`config.mk`:
```
export PLATFORM = sky130hd
export DESIGN_NAME = prsl_queue
export DESIGN_NICKNAME = d
export VERILOG_FILES = /design/src/design/prsl_pkg.sv /design/src/design/prsl_queue.sv
export SDC_FILE = /design/constraint.sdc
export NUM_CORES = 1
export LEC_CHECK = 0
export BUFFER_PORTS_ARGS = -buffer_cell sky130_fd_sc_hd__buf_2
export CAP_MARGIN = 10
export CORE_ASPECT_RATIO = 1.5
export CORE_UTILIZATION = 30
export CTS_CLUSTER_SIZE = 25
export DETAILED_ROUTE_END_ITERATION = 12
export GPL_TIMING_DRIVEN = 0
export HOLD_SLACK_MARGIN = 0.06
export SYNTH_ARGS = -nofsm -noshare
export SYNTH_HDL_FRONTEND = slang
export SYNTH_SLANG_ARGS = --single-unit
```
`constraint.sdc`:
```
create_clock -name clk -period 5.6 [get_ports clk]
set_input_delay 1.4 -clock clk [delete_from_list [all_inputs] [get_ports clk]]
set_output_delay 1.4 -clock clk [all_outputs]
set_load 0.02 [all_outputs]
```
`src/design/prsl_pkg.sv`:
```
// Shared constants, codes and types of the polygon region scanline lookup.
// Used by the front, queue, back and top-level modules; depends on nothing.
package prsl_pkg;

  localparam int MAP_SLOTS = 4;
  localparam int ROWS_PER_MAP = 256;
  localparam int CROSSINGS_PER_ROW = 16;
  localparam int STACK_DEPTH = 8;

  localparam int ROW_TOTAL = MAP_SLOTS * ROWS_PER_MAP;
  localparam int CROSS_TOTAL = ROW_TOTAL * CROSSINGS_PER_ROW;

  localparam int SLOT_W = (MAP_SLOTS > 1) ? $clog2(MAP_SLOTS) : 1;
  localparam int ROW_W = $clog2(ROW_TOTAL);
  localparam int CROSS_W = $clog2(CROSS_TOTAL);
  localparam int CNT_W = $clog2(CROSSINGS_PER_ROW + 1);
  localparam int DEP_W = $clog2(STACK_DEPTH + 1);
  localparam int SIDX_W = (STACK_DEPTH > 1) ? $clog2(STACK_DEPTH) : 1;

  localparam int QUEUE_DEPTH = 2;
  localparam int QPTR_W = (QUEUE_DEPTH > 1) ? $clog2(QUEUE_DEPTH) : 1;
  localparam int QCNT_W = $clog2(QUEUE_DEPTH + 1);

  typedef enum logic [1:0] {
    ACT_QUERY    = 2'd0,
    ACT_WR_CROSS = 2'd1,
    ACT_WR_COUNT = 2'd2,
    ACT_WR_SIDE  = 2'd3
  } action_t;

  typedef enum logic [1:0] {
    SIDE_LEFT   = 2'd0,
    SIDE_RIGHT  = 2'd1,
    SIDE_TOP    = 2'd2,
    SIDE_BOTTOM = 2'd3
  } side_t;

  typedef enum logic [1:0] {
    CMD_RESULT,
    CMD_WR_CROSS,
    CMD_WR_COUNT,
    CMD_WALK
  } cmd_kind_t;

  typedef enum logic [1:0] {
    B_CLEAR,
    B_IDLE,
    B_COUNT,
    B_WALK
  } back_state_t;

  typedef struct packed {
    cmd_kind_t          kind;
    logic [ROW_W-1:0]   row;
    logic [CNT_W-1:0]   entry;
    logic [15:0]        xpos;
    logic [15:0]        value;
    logic [15:0]        area;
    logic               ovf;
  } cmd_t;

endpackage

```
`src/design/prsl_queue.sv`:
```
// Short command queue between the front end and the back end.
// Uses prsl_pkg for the command type and queue depth.
module prsl_queue (
  input  logic           clk,
  input  logic           rst,
  input  logic           push,
  input  prsl_pkg::cmd_t push_cmd,
  input  logic           pop,
  output prsl_pkg::cmd_t head,
  output logic           full,
  output logic           empty
);
  import prsl_pkg::*;

  cmd_t              q [QUEUE_DEPTH];
  logic [QPTR_W-1:0] wptr;
  logic [QPTR_W-1:0] rptr;
  logic [QCNT_W-1:0] count;

  assign full = (count == QCNT_W'(QUEUE_DEPTH));
  assign empty = (count == '0);
  assign head = q[rptr];

  always_ff @(posedge clk) begin
    if (push) begin
      q[wptr] <= push_cmd;
    end
  end

  always_ff @(posedge clk) begin
    if (rst) begin
      wptr <= '0;
      rptr <= '0;
      count <= '0;
    end else begin
      if (push) begin
        wptr <= (wptr == QPTR_W'(QUEUE_DEPTH - 1)) ? '0 : wptr + 1'b1;
      end
      if (pop) begin
        rptr <= (rptr == QPTR_W'(QUEUE_DEPTH - 1)) ? '0 : rptr + 1'b1;
      end
      if (push && !pop) begin
        count <= count + 1'b1;
      end else if (pop && !push) begin
        count <= count - 1'b1;
      end
    end
  end

endmodule

```
==> flow_summary.ini <==
[run_status]
status = finished clean

[finish]
syn_to_final_growth_pct = 31.47
antenna_cells = 0
post-route-util = 0.4042
nFillCells = 1538
drive_gt1_frac = 0.6156
nets = 457

[setup_path]
path_cells = buf_4 -> buf_6 -> mux2_2 -> buf_2
critPathRequiredTime_ns = 4.20
rr_startpoint = wptr$_SDFFE_PP0P_
critPathLaunchType = flip-flop
max_stage_delay_ns = 0.35
ff2ff_path_depth = 2
crit_type = flip-flop to primary output
critPathSlowestCell = mux2_2
cp-end-kind = primary output
path_max_fanout = 10
worstPathArrival_ns = 1.65
regToRegSetupSlack_ns = 4.08
reg2reg_to = q[1][31]$_DFFE_PP_
endpoint = head[34]

[floorplan]
start_util = 0.3074
placeableCoreArea_um2 = 16190
die_y_um = 159.8
fp.dieW_um = 107.2
ioPinCount = 138
dieArea_um2 = 17120
num_rows = 57

[yosys]
seq_area_frac_synth = 0.8165
synth.most_common_cell = edfxtp_1
yosys_warnings = 0
yosysTopAreaCell = edfxtp_1
syn_nets = 298
synth_edf_count = 132
synth_top_area_frac = 0.7964
synth_top_family_by_area = multiplexers
yosys-top-cells-area = edfxtp_1 (80%), mux2_2 (15%), dfxtp_1 (2.0%)
ys_ff_latch = 137
ys_async_sr_fraction = 0
synthAdderAreaFrac = 0.002514
synth_commonest_cells = edfxtp_1 (132), mux2_2 (66), dfxtp_1 (5), nor2_1 (5), buf_6 (4)
synth_xor_area_frac = 0.007039
synth_area_um2 = 4977
synth-compound-area-share = 0.002011
synthSimpleGateAreaFrac = 0.009301
synthMuxAreaShare = 0.1493
synthCells = 227
synth_flop_cell = edfxtp_1
syn_area_per_cell_um2 = 21.93
synth_cell_type_count = 17

[min_path]
holdPathStages = 2
hold_class = flip-flop to flip-flop

[clock_network]
cts_tree = built
clk_path_buf_depth = 2
clock-root-buffer = clkbuf_16
insertion_delay_ns = 0.40
path_clk_slew_ns = 0.06
cts_sinks = 137
cts_made_buffers = 17
hold_buffers = 0
cts_resized = 0
cts_setup_buffers = 0
cts_max_level = 4

[power_and_ir_drop]
clkPwrFrac = 0.407
p_leak_nw = 2.445
p_sw_frac = 0.2401
internal_power_mw = 1.935
power_switching_uw = 611.6
power.density_nw_per_um2 = 389.2
max-vdd-ir-drop_mv = 0.1592
comb_power_share = 0.118
p_seq_frac = 0.475

[placed_design]
place_hpwl_um = 6303
pre_cts_ws_ns = 2.924
numPortBuffers = 137
gp_congestion = 0.6751

[job]
maxCapViolations = 0

[timing]
finalSetupTns_ns = 0
max_freq_mhz = 327.7
grt_setup_unrepaired = false
setup_viol = 0
fin_skew_ns = 0.006737
period_needed_ns = 3.052
drv_slew = 0
fin_ws_ns = 2.548
hold_viol_final = 0
relSlewSlack = 0.6544
finalCritPeriodShare = 0.5450
tightest_slew_ns = 0.5174

[routing]
ant_nets = 0
via_per_inst = 4.320
drt_iter0_markers = 71
wire_per_inst_um = 15.33
dr.pass1.iters = 4
vias = 2609
drc_errors = 0
drt-total-wl_um = 9262

[grt]
grt_pass1_vias = 2956
grt_usage = 0.1142
grt_pass1_wl_um = 14680
antenna_found_initial = 1
grt_max_degree = 40
grt-ovfl-total = 0
cells by family (layout without fill, tap and decap cells):
group,Yosys count,count (layout)
simple gates,9,9
fa+ha+maj,1,1
compound gates,2,2
xor+xnor,4,4
flops,137,137
mux,66,66
buf+inv,8,179
registers in the layout, summed over array words and instances (netlist names), named ones only:
register  flops
rptr          1
wptr          1
q           132
count         2
placed cells by master, fill, tap and decap left out:
cell	count
ha_1	1
clkbuf_16	17
dfxtp_1	5
and2_4	1
inv_6	4
or3_1	1
nor2_1	5
xor2_1	2
buf_12	3
buf_6	4
edfxtp_1	132
a21oi_1	1
mux2_2	66
o21ai_0	1
and2b_2	1
clkinvlp_4	5
bufinv_16	1
nor2b_4	1
buf_2	139
xnor2_1	2
buf_4	1
clkbuf_1	2
clkinv_4	2
inv_1	1
power by group through the flow:
stage / combinational [mW] / clock (mW) / sequential, mW
after global routing: 0.322 / 1.12 / 1.22
after detailed placement: 0.307 / 0 / 1.23
after floorplan: 0.189 / 0 / 1.23
after global placement: 0.292 / 0 / 1.24
after CTS: 0.308 / 1.07 / 1.21
final: 0.300 / 1.04 / 1.21
cell type report:
class	instances	area, µm²	area share
tap	206	257.7	0.03939
clock inverter	12	120.1	0.01836
inverter	1	3.754	0.0005736
timing repair buffer	140	745.7	0.1140
sequential	137	4064	0.6210
buffer	7	62.56	0.009560
clock buffer	19	432.9	0.06616
multi-input combinational	82	857.1	0.1310
worst min path at each step:
stage                                     start                    end  slack [ns]
after floorplan           count[1]$_SDFFE_PP0P_  count[1]$_SDFFE_PP0P_        0.46
after global placement    count[1]$_SDFFE_PP0P_  count[1]$_SDFFE_PP0P_        0.49
after detailed placement      rptr$_SDFFE_PP0P_              flip-flop        0.51
after CTS                 count[1]$_SDFFE_PP0P_  count[1]$_SDFFE_PP0P_        0.52
after global routing      count[1]$_SDFFE_PP0P_  count[1]$_SDFFE_PP0P_        0.55
final                     count[1]$_SDFFE_PP0P_  count[1]$_SDFFE_PP0P_        0.51
through the flow:
stage               cells  total power [mW]  area (µm²)  hold WS (ns)
finish                604             2.547        6544        0.5138
global route          604             2.652        6544        0.5479
CTS                   604             2.593        6544        0.5184
detailed placement    573             1.539        5991        0.5090
global placement      570             1.529        5921        0.4902
floorplan             227             1.420        4977        0.4614
metal layers:
layer / share of wire / global-route usage
met2: 0.58 / 0.2240
met4: 0.012 / 0.04296
met5: 0.0011 / 0
met1: 0.36 / 0.1074
met3: 0.050 / 0.03388
critical path, delay by kind of cell (launching register included):
family	cells	cell delay (ns)
buffers and inverters	3	0.56
muxes	1	0.35
DFF	1	0.34
Note: power is estimated with default switching activity, not from simulation.
