## src/design/prsl_pkg.sv

```systemverilog
// Shared constants, codes and types of the polygon region scanline lookup.
// Used by the front, queue, back and top-level modules; depends on nothing.
package prsl_pkg;

  localparam int MAP_SLOTS = 4;
  localparam int ROWS_PER_MAP = 256;
  localparam int CROSSINGS_PER_ROW = 16;
  localparam int STACK_DEPTH = 8;

  localparam int ROW_TOTAL = MAP_SLOTS * ROWS_PER_MAP;
  localparam int CROSS_TOTAL = ROW_TOTAL * CROSSINGS_PER_ROW;

  localparam int SLOT_W = (MAP_SLOTS > 1) ? $clog2(MAP_SLOTS) : 1;
  localparam int ROW_W = $clog2(ROW_TOTAL);
  localparam int CROSS_W = $clog2(CROSS_TOTAL);
  localparam int CNT_W = $clog2(CROSSINGS_PER_ROW + 1);
  localparam int DEP_W = $clog2(STACK_DEPTH + 1);
  localparam int SIDX_W = (STACK_DEPTH > 1) ? $clog2(STACK_DEPTH) : 1;

  localparam int QUEUE_DEPTH = 2;
  localparam int QPTR_W = (QUEUE_DEPTH > 1) ? $clog2(QUEUE_DEPTH) : 1;
  localparam int QCNT_W = $clog2(QUEUE_DEPTH + 1);

  typedef enum logic [1:0] {
    ACT_QUERY    = 2'd0,
    ACT_WR_CROSS = 2'd1,
    ACT_WR_COUNT = 2'd2,
    ACT_WR_SIDE  = 2'd3
  } action_t;

  typedef enum logic [1:0] {
    SIDE_LEFT   = 2'd0,
    SIDE_RIGHT  = 2'd1,
    SIDE_TOP    = 2'd2,
    SIDE_BOTTOM = 2'd3
  } side_t;

  typedef enum logic [1:0] {
    CMD_RESULT,
    CMD_WR_CROSS,
    CMD_WR_COUNT,
    CMD_WALK
  } cmd_kind_t;

  typedef enum logic [1:0] {
    B_CLEAR,
    B_IDLE,
    B_COUNT,
    B_WALK
  } back_state_t;

  typedef struct packed {
    cmd_kind_t          kind;
    logic [ROW_W-1:0]   row;
    logic [CNT_W-1:0]   entry;
    logic [15:0]        xpos;
    logic [15:0]        value;
    logic [15:0]        area;
    logic               ovf;
  } cmd_t;

endpackage

```

## src/design/prsl_front.sv

```systemverilog
// Front end: accepts input transactions, holds box sides and loaded flags,
// and classifies each transaction into a command for the back end. Uses prsl_pkg.
module prsl_front (
  input  logic           clk,
  input  logic           rst,
  input  logic           in_valid,
  output logic           in_ready,
  input  logic [1:0]     action,
  input  logic [2:0]     map_id,
  input  logic [16:0]    coord_x,
  input  logic [16:0]    coord_y,
  input  logic [3:0]     entry_index,
  input  logic [15:0]    write_value,
  input  logic [15:0]    write_area,
  input  logic           q_full,
  input  logic           clearing,
  output logic           push,
  output prsl_pkg::cmd_t cmd
);
  import prsl_pkg::*;

  logic [15:0]       box_left   [MAP_SLOTS];
  logic [15:0]       box_right  [MAP_SLOTS];
  logic [15:0]       box_top    [MAP_SLOTS];
  logic [15:0]       box_bottom [MAP_SLOTS];
  logic [MAP_SLOTS-1:0] loaded;

  logic              map_ok;
  logic [SLOT_W-1:0] slot;
  logic [15:0]       x16;
  logic [15:0]       y16;
  logic              neg;
  logic              in_box;
  logic [15:0]       row_off;
  logic              wrow_ok;
  logic              side_wr;

  assign in_ready = !q_full && !clearing;
  assign push = in_valid && in_ready;

  assign map_ok = (map_id != 3'd0) && (int'(map_id) <= MAP_SLOTS);
  assign slot = SLOT_W'(map_id - 3'd1);
  assign x16 = coord_x[15:0];
  assign y16 = coord_y[15:0];
  assign neg = coord_x[16] || coord_y[16];
  assign in_box = (x16 >= box_left[slot]) && (x16 <= box_right[slot]) &&
                  (y16 > box_top[slot]) && (y16 < box_bottom[slot]);
  assign row_off = y16 - box_top[slot];
  assign wrow_ok = !coord_y[16] && (int'(y16) < ROWS_PER_MAP);
  assign side_wr = push && (action_t'(action) == ACT_WR_SIDE) && map_ok &&
                   (entry_index[3:2] == 2'b00);

  always_comb begin
    cmd.kind = CMD_RESULT;
    cmd.row = '0;
    cmd.entry = CNT_W'(entry_index);
    cmd.xpos = x16;
    cmd.value = write_value;
    cmd.area = write_area;
    cmd.ovf = 1'b0;
    case (action_t'(action))
      ACT_QUERY: begin
        if (!neg && map_ok && loaded[slot] && in_box) begin
          if (int'(row_off) >= ROWS_PER_MAP) begin
            cmd.ovf = 1'b1;
          end else begin
            cmd.kind = CMD_WALK;
            cmd.row = ROW_W'(int'(slot) * ROWS_PER_MAP + int'(row_off));
          end
        end
      end
      ACT_WR_CROSS: begin
        if (map_ok && wrow_ok && (int'(entry_index) < CROSSINGS_PER_ROW)) begin
          cmd.kind = CMD_WR_CROSS;
          cmd.row = ROW_W'(int'(slot) * ROWS_PER_MAP + int'(y16));
        end
      end
      ACT_WR_COUNT: begin
        if (map_ok && wrow_ok) begin
          cmd.kind = CMD_WR_COUNT;
          cmd.row = ROW_W'(int'(slot) * ROWS_PER_MAP + int'(y16));
          if (int'(write_value) > CROSSINGS_PER_ROW) begin
            cmd.value = 16'(CROSSINGS_PER_ROW);
          end
        end
      end
      default: begin
      end
    endcase
  end

  always_ff @(posedge clk) begin
    if (side_wr) begin
      case (side_t'(entry_index[1:0]))
        SIDE_LEFT:   box_left[slot] <= write_value;
        SIDE_RIGHT:  box_right[slot] <= write_value;
        SIDE_TOP:    box_top[slot] <= write_value;
        SIDE_BOTTOM: box_bottom[slot] <= write_value;
        default: begin
        end
      endcase
    end
  end

  always_ff @(posedge clk) begin
    if (rst) begin
      loaded <= '0;
    end else if (side_wr) begin
      loaded[slot] <= 1'b1;
    end
  end

endmodule

```

## config.mk

```make
export PLATFORM = sky130hd
export DESIGN_NAME = prsl_front
export DESIGN_NICKNAME = d
export VERILOG_FILES = /design/src/design/prsl_pkg.sv /design/src/design/prsl_front.sv
export SDC_FILE = /design/constraint.sdc
export NUM_CORES = 1
export LEC_CHECK = 0
export BUFFER_PORTS_ARGS = -buffer_cell sky130_fd_sc_hd__buf_2
export CAP_MARGIN = 5
export CELL_PAD_IN_SITES_DETAIL_PLACEMENT = 0
export CELL_PAD_IN_SITES_GLOBAL_PLACEMENT = 1
export CORE_UTILIZATION = 46
export CTS_BUF_LIST = sky130_fd_sc_hd__clkbuf_4
export DETAILED_ROUTE_END_ITERATION = 8
export PLACE_DENSITY = 0.87
export SLEW_MARGIN = 15
export SYNTH_ARGS = -nofsm -noshare
export SYNTH_HDL_FRONTEND = slang
export SYNTH_SLANG_ARGS = --single-unit
```

## constraint.sdc

```tcl
create_clock -name clk -period 4.9 [get_ports clk]
set_input_delay 0.49 -clock clk [delete_from_list [all_inputs] [get_ports clk]]
set_output_delay 0.49 -clock clk [all_outputs]
set_load 0.005 [all_outputs]
```

==> out/results.ini <==
[logic_synthesis]
synth_area_leader_cell=edfxtp_1
syn_nets=950
synthFlopType=edfxtp_1
synth_cell_types=71
synth_area_mm2=0.0126
ys_warn_count=0
synth_seq_cells=260
synth_area_leaders=edfxtp_1, mux4_2, ha_1, buf_4, inv_1
synth.avg_cell_area_um2=15.7
async_flop_share_pct=0
netlist_instances=800
synth_top_area_share_pct=61.1
synth_edf_count=256
yosysMostFrequentCell=edfxtp_1
yosysSeqAreaShare_pct=61.7
synthTopCellsByCount=edfxtp_1, inv_1, ha_1, mux4_2, buf_4

[die]
start_util_pct=46.8
die_x_um=167
io_pins=148
die_area_mm2=0.0280
die_y_um=167
num_rows=60
coreArea_mm2=0.0269

[critical_path]
crit_arrival_ns=4.11
worstPathMaxFanout=38
cp-start-kind=primary input
critical_path.max_stage_delay_ns=0.45
cp_cell_sequence=buf_2 -> inv_1 -> ha_2 -> buf_12 -> mux4_2 -> inv_1 -> ha_1 -> and3_1 -> nand3_1 -> nor4_1 -> nor4bb_1 -> nand4b_1 -> a211oi_2 -> buf_4 -> a32o_1 -> buf_2
critPathKind=in -> out
crit_required_ns=4.41
slowest_stage=nor4bb_1
cp-end-kind=primary output

[cells_and_area]
drive_gt1_share_pct=33.5
finalNonFillerCells=1322
seqCellArea_mm2=0.00777
nFillCells=2177
multi_input_area_mm2=0.00411
nets=1085
area.growth.synth_to_final_pct=12.7

[detailed_routing]
drt-total-wl_mm=27.8
wl_met1_mm=11.5
wl_per_cell_um=21.0
viasPerCell=5.55
wl_met3_mm=1.47
drc=0
routed.top_layer=met4
first_pass_iters=6
via_count=7338
ant_nets=0
first_iter_violations=544
wl_met2_mm=13.9

[sta]
worst_pin_slew_ns=1.01
slew_violations=0
finClkSkew_ns=0
setup-tns-final_ns=0
finalCriticalPeriod_ns=4.60
setup_viol=0
min_period_over_period_pct=93.8
setup_ws_ns=0.304
finalHoldViolCount=0
rsz0062_at_grt=false
maxSlewHeadroom_pct=32.6
fmax_mhz=218

[clock_tree]
root_buffer=clkbuf_4
post-cts-setup-buffer-count=0
ctsHoldBuffers=0
cts.clk_slew.worst_paths_ns=0.07
clk_latency_ns=0.64
cts.path.max_buffers=3
cts_resized=0
cts_sinks=260
htree_levels=3
numCtsBuffers=67
cts_tree=yes

[global_routing]
grt_max_degree=46
grt_pass1_wl_mm=42.4
overflow=0
antenna_found_initial=1
track_usage_pct=20.4
grt_pass1_vias=7517

[place]
dp_hpwl_mm=18.9
pre_cts_slack_ns=0.372
gp_congestion=0.890
port_buffers=114
placedCellCount=1207

[min_path]
min_path_type=in -> reg

[run_status]
status=complete, no violations

[job]
maxCapViolations=0

[power]
cellPowerDensity_mw_per_mm2=342
peakVddDrop_mv=0.138
p_leak_nw=5.35

## final timing paths
| check | start | to | slack, ns | depth (start not counted) |
|---|---|---|---|---|
| max | map_id[1] | cmd[56] | 0.30 | 16 |
| min | rst | loaded[2] | 0.08 | 2 |
| max reg2reg | loaded[0] | loaded[0] | 4.31 | 2 |
| min reg2reg | loaded[1] | loaded[1] | 0.48 | 2 |
## cell type report
| class | instances | share of cell area, % |
|---|---|---|
| Sequential cell | 260 | 54.8 |
| Clock inverter | 16 | 0.794 |
| Clock buffer | 98 | 5.19 |
| Antenna cell | 1 | 0.0177 |
| Tap cell | 341 | 3.01 |
| Multi-Input combinational cell | 397 | 29.0 |
| Inverter | 77 | 2.04 |
| Timing Repair Buffer | 132 | 5.17 |
## through the flow
stage | util, % | hold slack, ns | instance area [µm²] | total power, mW
6_report | 52.8 | 0.0830 | 14200 | 4.85
5_1_grt | 52.8 | 0.0527 | 14200 | 5.05
4_1_cts | 52.7 | 0.0370 | 14200 | 4.89
3_5_place_dp | 49.6 | 0.458 | 13300 | 3.05
3_3_place_gp | 49.6 | 0.446 | 13300 | 3.05
2_1_floorplan | - | 0.431 | 12600 | 2.88
## placed cells by master, fill, tap and decap left out, types with 3 or more instances in the layout
cell / synthesis / final
dfxtp_1: 4 / 4
clkinv_1: 0 / 11
a211oi_1: 5 / 5
nand3_1: 10 / 10
nor3_2: 3 / 7
xnor2_1: 6 / 6
nor2_1: 27 / 27
nor3_1: 10 / 6
ha_1: 69 / 68
clkbuf_4: 0 / 98
inv_2: 0 / 3
mux4_2: 64 / 64
nor2b_1: 3 / 3
nor4_1: 7 / 7
a21oi_2: 3 / 3
a21o_1: 12 / 12
o21ai_1: 3 / 3
and2_1: 25 / 25
buf_2: 5 / 113
o21a_1: 5 / 5
nand4_1: 15 / 15
o21ai_0: 11 / 11
buf_4: 40 / 17
edfxtp_1: 256 / 256
a21oi_1: 24 / 24
nand2_1: 20 / 20
a211oi_2: 3 / 3
mux2i_1: 3 / 3
xor2_1: 7 / 7
a32o_1: 12 / 12
inv_1: 77 / 77
nand2b_1: 3 / 3
## power breakdown
group	internal (mW)	leakage (nW)	switching, mW
Combinational	0.237	2.51	0.327
Clock	1.02	0.509	0.826
Sequential	2.44	2.33	0.000205
## routing by layer
metal  up-vias  track usage, %
li1       3389               -
met1      3643            25.9
met2       249            34.1
met3        57            3.47
met4         0            9.77
met5         -               0
## registers in the layout, indices dropped and copies added, names as in the netlist
register and count:
box_top 64, box_right 64, box_bottom 64, box_left 64
loaded 4
## cells by family after synthesis
group | share of synthesized area (%)
flops | 61.7
buf+inv | 5.76
simple gates | 6.36
compound gates | 6.40
fa+ha+maj | 7.02
mux | 11.8
xor+xnor | 0.905
other cells | 0.0298
## worst max-delay path, delay by kind of cell
| family | cells | cell delay [ns] |
|---|---|---|
| AO/OA/AOI/OAI | 2 | 0.56 |
| adder cells (fa/ha/maj) | 2 | 0.72 |
| buffers and inverters | 6 | 0.88 |
| multiplexers | 1 | 0.34 |
| AND/OR/NAND/NOR | 5 | 1.11 |
Note: power is estimated with default switching activity, not from simulation.
